--- src/rtl/gncm_ram.sv ---
`default_nettype none
// ----------------------------------------------------------------------------
// gncm_ram
// Generic single-write, single-read RAM with registered read data.
// ----------------------------------------------------------------------------
module gncm_ram #(
	parameter int WIDTH = 8,
	parameter int DEPTH = 16
) (
	input  wire logic                     clk,
	input  wire logic                     wr_en,
	input  wire logic [$clog2(DEPTH)-1:0] wr_addr,
	input  wire logic [WIDTH-1:0]         wr_data,
	input  wire logic [$clog2(DEPTH)-1:0] rd_addr,
	output logic      [WIDTH-1:0]         rd_data
);

	logic [WIDTH-1:0] mem_q [DEPTH];

	always_ff @(posedge clk) begin
		if (wr_en) begin
			mem_q[wr_addr] <= wr_data;
		end
		rd_data <= mem_q[rd_addr];
	end

endmodule

`default_nettype wire

--- config.mk ---
export PLATFORM = sky130hd
export DESIGN_NAME = gncm_ram
export DESIGN_NICKNAME = d
export VERILOG_FILES = /design/src/rtl/gncm_ram.sv
export SDC_FILE = /design/constraint.sdc
export NUM_CORES = 1
export LEC_CHECK = 0
export ABC_AREA = 1
export ABC_CLOCK_PERIOD_IN_PS = 1100
export BUFFER_PORTS_ARGS = -buffer_cell sky130_fd_sc_hd__buf_4
export CORE_MARGIN = 5
export CORE_UTILIZATION = 50
export DETAILED_ROUTE_END_ITERATION = 8
export GPL_ROUTABILITY_DRIVEN = 0
export PLACE_DENSITY = 0.7
export SETUP_SLACK_MARGIN = 0.1
export SLEW_MARGIN = 30
export SYNTH_ARGS = -nofsm -noshare
export SYNTH_HDL_FRONTEND = slang
export SYNTH_SLANG_ARGS = --single-unit
export TNS_END_PERCENT = 50
--- constraint.sdc ---
create_clock -name clk -period 1.1 [get_ports clk]
set_clock_uncertainty 0.05 [all_clocks]
set_input_delay 0.22 -clock clk [delete_from_list [all_inputs] [get_ports clk]]
set_output_delay 0.22 -clock clk [all_outputs]
set_load 0.02 [all_outputs]
=== Yosys cells after proc, flatten, opt, wreduce, memory -nomap -nowiden ===
Memories as Yosys holds them, arrays and structs flattened. A register that Yosys moved wholly into a read port is not among the register bits.
Index checks and enable logic that the tools add are counted.

* Bits in registers: 0
* Latch bits: 0
* RAM bits: 128
* Bits in read-only memories: 0
* Input bits: 18
* Memories kept: 1

* Add/subtract/negate cells: 0
* Multipliers: 0
* Divide/modulo/power cells: 0
* Order comparisons: 0
* Equality and inequality tests: 0
* Shift operators: 0
* Mux-type cells: 2
* Bitwise operators: 0
* Reduce and logical (&&, ||, !) cells: 0

{| class="wikitable"
|+ Memories
! name !! words !! bits a word !! read ports !! clocked after Yosys merged registers in !! wr ports !! line !! RTL
|-
| mem_q || 16 || 8 || 1 || 1 || 1 || 18 || <nowiki>logic [WIDTH-1:0] mem_q [DEPTH];</nowiki>
|}

{| class="wikitable"
|+ Operators with widths
! cell !! count
|-
| $mux 1 || 2
|}

=== Logic depth before layout (Yosys ltp) ===
Gate-level depths: netlist of run 1.

* Word-level depth: 2
* Depth in mapped cells: 8
* Mapped depth without buffers: 7

=== Least setup slack after synthesis of run 1 ===
No wires, ideal clock.

* Kind: input -> register
* Start: in wr_addr[2]
* End: mem mem_q[10][0], enable pin
* Library setup time: 0.370 ns
* Arrival time: 0.801 ns
* Data required time: 0.680 ns
* Slack: -0.121 ns
* Stages: 2
* Buffers on the path: 0
* Path through: nand3b_1 nor2_1

{| class="wikitable"
|+ RTL lines
! what !! line !! RTL
|-
| start, declared || 12 || <nowiki>input wire logic [$clog2(DEPTH)-1:0] wr_addr,</nowiki>
|-
| end, declared || 18 ||
|}

No word-level cell before the write port.

=== Final worst setup path of run 1 ===
* Start: reg rd_data[3] (read register of mem_q)
* End: out rd_data[3]

{| class="wikitable"
|+ RTL lines
! what !! line !! RTL
|-
| start, declared || 15 || <nowiki>output logic [WIDTH-1:0] rd_data</nowiki>
|}

No word-level cell between the ends.

==> results of run 1 <==
==> power groups by stage <==
stage,clock network (mW),registers [mW],logic [mW]
final,5.51,5.85,0.924
after global routing,5.84,5.85,1.01
after CTS,5.57,5.85,0.882
after detailed placement,0,5.94,0.844
after global placement,0,5.94,0.828
after floorplan,0,5.97,0.422
==> flip-flops by register name (all words and copies together), names as in the netlist <==
signal	flops
mem_q	128
rd_data	8
==> layout by cell type, fill, tap and decap left out, drive strengths merged <==
| cell | n |
|---|---|
| nand2 | 173 |
| clkbuf | 21 |
| clkinvlp | 4 |
| nor2 | 17 |
| inv | 102 |
| bufinv | 2 |
| nand3 | 97 |
| clkinv | 5 |
| buf | 61 |
| nand3b | 2 |
| dfxtp | 8 |
| edfxtp | 128 |
==> metrics by stage <==
stage | util | TNS [ns]
2_1_floorplan | - | -2.860
3_3_place_gp | 0.5640 | -22.81
3_5_place_dp | 0.5640 | -24.29
4_1_cts | 0.6215 | -0.2948
5_1_grt | 0.6330 | -0.4411
6_report | 0.6330 | -0.1555
==> Yosys cell counts <==
master,n
buf_4,4
edfxtp_1,128
nor2_1,17
buf_2,13
nand3_1,97
buf_6,6
inv_1,100
dfxtp_1,8
inv_2,2
nand2_1,173
nand3b_1,2
buf_1,1
==> worst register-to-register path: stages, from the launching register on <==
cell and delay [ns]:
edfxtp_1 0.37, nand2_1 0.08, nand2_1 0.04, nand2_1 0.08
nand3_1 0.12, nand3_2 0.09, nand2_1 0.05
==> worst paths after layout <==
kind,start,endpoint,depth (start not counted)
worst max-delay path,rd_data[3],rd_data[3],1
worst min register to register,mem_q[13][1],rd_data[1],6
worst max register to register,mem_q[6][2],rd_data[2],6
worst min-delay path,rd_addr[3],rd_data[1],3
==> timing repair <==
item                                   4_1_cts  5_1_grt
setup endpoints to repair                   12       16
gates resized for setup                     22       29
pin swaps                                    1       35
endpoints found under the hold margin        0        0
==> kinds of logic (layout without fill, tap and decap cells) <==
kind of cell | Yosys count | count (layout) | synth area share
buffers and inverters | 126 | 195 | 0.09525
flip-flops | 136 | 136 | 0.6943
AND/OR/NAND/NOR | 289 | 289 | 0.2105
==> routing by layer <==
| layer | vias up | part of all wire | GRT usage | wire [um] |
|---|---|---|---|---|
| li1 | 1888 | - | - | - |
| met1 | 1870 | 0.42 | 0.2405 | 5398 |
| met2 | 115 | 0.50 | 0.3108 | 6405 |
| met3 | 25 | 0.054 | 0.05149 | 693 |
| met4 | 0 | 0.027 | 0.08774 | 342 |
| met5 | - | 0 | 0 | 0 |
==> layout make-up <==
type                       instances  area [um2]
inverter                         102       382.9
sequential                       136        4016
timing repair buffer              61       613.1
tap                              143       178.9
multi-input combinational        289        1419
clock inverter                    11       126.4
fill                             883        4173
clock buffer                      21       460.4
==> flow_summary.json, run 1 <==
{
  "final-hold-violation-count": 0,
  "p_int_mw": 9.599,
  "rsz0062_at_grt": "true",
  "synthTopCellsByArea": "edfxtp_1 (67%), nand2_1 (11%), nand3_1 (8.4%), inv_1 (6.5%), dfxtp_1 (2.8%)",
  "dr.pass1.iters": 5,
  "clk_path_buf_depth": 2,
  "synth_cells": 551,
  "setup_slack_ns": -0.06618,
  "design_area_um2": 7197,
  "synth_cell_types": 12,
  "setup_viol": 8,
  "peakVddDrop_v": 0.001225,
  "max_freq_mhz": 857.5,
  "clock-sinks": 136,
  "critPathKind": "reg -> out",
  "path_clk_slew_ns": 0.06,
  "grt_use_total": 0.1918,
  "fp.coreArea_um2": 11370,
  "cpLargestDelayFamily": "flip-flops",
  "area_growth_pct": 24.80,
  "cts_buffers": 17,
  "failed_checks": "negative setup slack",
  "fin_crit_ns": 1.166,
  "dp_slack_ns": -0.2469,
  "run_status": "finished with violations",
  "grt_pass1_vias": 3889,
  "finalMaxSlewViolations": 0,
  "ant_nets": 0,
  "slew_headroom": 0.7328,
  "cts_setup_buffers": 0,
  "avgSynthCellArea_um2": 10.47,
  "grt_pass1_wl_mm": 20.20,
  "num_rows": 39,
  "hp-class": "in -> reg",
  "n_antenna_cell": 0,
  "dieArea_um2": 13780,
  "cts-root-buf": "clkbuf_16",
  "slowest_delay_ns": 0.36,
  "fin_crit_sh": 1.060,
  "hpwl_mm": 8.143,
  "critPathSlowestCell": "dfxtp_4",
  "start_util": 0.5072,
  "tritoncts": "built",
  "crit_fanout": 1,
  "worst_pin_slew_ns": 0.4004,
  "io_buffers": 25,
  "nNetsFinal": 625,
  "yosys_register_bits": 136,
  "clkLatencyLatePin_ns": 0.41,
  "ys_warn_count": 0,
  "drt_first_iter_violations": 311,
  "power.total_mw": 12.28,
  "r2r_setup_slack_ns": 0.10,
  "antenna_found_initial": 0,
  "critPathBufInv": 1,
  "yosysTopAreaCell": "edfxtp_1",
  "drv_cap": 0,
  "viasPerCell": 5.109,
  "holdWs_ns": 0.04711,
  "start_kind": "flop",
  "placed_cell_area_um2": 6412,
  "p_clk_frac": 0.449,
  "end_kind": "output pin",
  "chipWidth_um": 117.4,
  "die_h_um": 117.4,
  "sw_frac_of_total": 0.2185,
  "p_per_area_nw_per_um2": 1707,
  "comb_power_share": 0.075,
  "place_inst": 731,
  "synth_area_um2": 5767,
  "pin_count": 26,
  "wl_per_cell_um": 16.83,
  "arrival_ns": 0.90,
  "synth-seq-area-share": 0.6943,
  "cp_cell_sequence": "buf_6",
  "ctsHoldBuffers": 0,
  "synth.top_cell.area_share": 0.6665,
  "htree_levels": 4,
  "vias": 3898,
  "power.switching_mw": 2.683,
  "required_ns": 0.83,
  "grt_start_max_net_pins": 33,
  "overflow": 0,
  "final-instance-count-excl-fill": 763,
  "drive_above_1_share": 0.2468,
  "synthesis.nets": 569,
  "drc_errors": 0,
  "leakage_nw": 3.107,
  "seqPwrFrac": 0.476,
  "routed_wl_mm": 12.84
}
Note: power is estimated with default switching activity, not from simulation.
==> run 2: changes to the inputs <==
--- a/config.mk
+++ b/config.mk
@@ -13,6 +13,7 @@
 export DETAILED_ROUTE_END_ITERATION = 8
 export GPL_ROUTABILITY_DRIVEN = 0
 export PLACE_DENSITY = 0.7
+export REMOVE_ABC_BUFFERS = 1
 export SETUP_SLACK_MARGIN = 0.1
 export SLEW_MARGIN = 30
 export SYNTH_ARGS = -nofsm -noshare
==> flow_summary.json, run 2 (synthesis results as in run 1) <==
{
  "antenna_found_initial": 0,
  "setup_viol": 8,
  "fp.coreArea_um2": 11370,
  "arrival_ns": 0.89,
  "cp_cell_sequence": "buf_6",
  "drc_errors": 0,
  "ctsHoldBuffers": 0,
  "crit_fanout": 1,
  "start_kind": "flop",
  "seq_area_um2": 4014,
  "multi_input_area_um2": 1514,
  "regMostFlops": "mem_q",
  "drt_first_iter_violations": 311,
  "p_int_mw": 10.28,
  "ant_nets": 0,
  "hp-class": "in -> reg",
  "slew_headroom": 0.7425,
  "wl_per_cell_um": 17.93,
  "failed_checks": "negative setup slack",
  "top_regs": "mem_q x128, rd_data x8",
  "n_antenna_cell": 0,
  "path_clk_slew_ns": 0.06,
  "pin_count": 26,
  "max_freq_mhz": 863.1,
  "sw_frac_of_total": 0.2120,
  "clkLatencyLatePin_ns": 0.42,
  "power.switching_mw": 2.765,
  "vias": 3936,
  "nNetsFinal": 616,
  "critPathSlowestCell": "dfxtp_2",
  "routed_wl_mm": 13.52,
  "overflow": 0,
  "tritoncts": "built",
  "grt_pass1_wl_mm": 21.81,
  "die_h_um": 117.4,
  "fin_crit_sh": 1.053,
  "cts-root-buf": "clkbuf_16",
  "p_clk_frac": 0.478,
  "io_buffers": 25,
  "rsz0062_at_grt": "true",
  "critPathBufInv": 1,
  "setup_slack_ns": -0.05868,
  "worst_pin_slew_ns": 0.3859,
  "drive_above_1_share": 0.2520,
  "final-instance-count-excl-fill": 754,
  "seqPwrFrac": 0.449,
  "hpwl_mm": 8.166,
  "grt_pass1_vias": 4034,
  "clock-sinks": 136,
  "leakage_nw": 3.157,
  "largest_register_ff_count": 128,
  "end_kind": "output pin",
  "viasPerCell": 5.220,
  "grt_use_total": 0.2045,
  "fin_crit_ns": 1.159,
  "final_cell_mix": "nand2_1 (170), edfxtp_1 (128), inv_1 (97)",
  "dp_slack_ns": -0.2273,
  "critPathKind": "reg -> out",
  "drv_cap": 0,
  "slowest_delay_ns": 0.35,
  "start_util": 0.5072,
  "required_ns": 0.83,
  "cts_setup_buffers": 0,
  "fin_util": 0.6388,
  "finalMaxSlewViolations": 0,
  "run_status": "finished with violations",
  "area_growth_pct": 25.95,
  "final-hold-violation-count": 0,
  "comb_power_share": 0.074,
  "dieArea_um2": 13780,
  "cpLargestDelayFamily": "flip-flops",
  "num_rows": 39,
  "holdWs_ns": 0.08665,
  "power.total_mw": 13.04,
  "chipWidth_um": 117.4,
  "peakVddDrop_v": 0.001046,
  "dr.pass1.iters": 5,
  "n_fill_cell": 805,
  "p_per_area_nw_per_um2": 1796,
  "htree_levels": 4,
  "place_inst": 722,
  "cts_buffers": 17,
  "grt_start_max_net_pins": 41,
  "layout_commonest_cell": "nand2_1",
  "clk_path_buf_depth": 2
}
[run 2: per-stage QoR]
step / cell area, um2 / setup TNS, ns
CTS: 7058 / -0.4315
floorplan: 5600 / -13.73
detailed placement: 6270 / -19.24
finish: 7263 / -0.3013
global placement: 6270 / -14.56
global route: 7263 / -0.5076
[run 2: worst paths after layout]
path,start,endpoint,slack (ns),cells after the start
max,rd_data[3],rd_data[3],-0.06,1
max reg2reg,mem_q[2][0],rd_data[0],0.10,6
min,rd_addr[3],rd_data[4],0.09,3
min reg2reg,mem_q[14][4],rd_data[4],0.65,6
[run 2: area by class of cell]
cell class / instances / share of cell area
clock buffers: 19 / 0.06236
clock inverters: 13 / 0.02756
inverters: 102 / 0.05271
multi-input cells: 289 / 0.2084
flip-flops and latches: 136 / 0.5526
well taps: 143 / 0.02463
repair buffers: 52 / 0.07166
[run 2: repair_timing]
action,CTS,global route
gates resized for setup,35,44
setup endpoints to repair,16,16
pin swaps,4,23
[run 2: routing by layer]
metal,global-route usage,up-vias,share of wire
met5,0,-,0
met3,0.04427,31,0.062
met4,0.09137,0,0.028
li1,-,1867,-
met2,0.3264,144,0.49
met1,0.2691,1894,0.42
[run 2: power by group through the flow]
stage / Sequential (mW) / Combinational, mW / Clock [mW]
2_1_floorplan: 5.97 / 0.313 / 0
3_3_place_gp: 5.94 / 0.812 / 0
3_5_place_dp: 5.95 / 0.829 / 0
4_1_cts: 5.85 / 0.894 / 6.26
5_1_grt: 5.86 / 1.05 / 6.50
6_report: 5.85 / 0.962 / 6.23
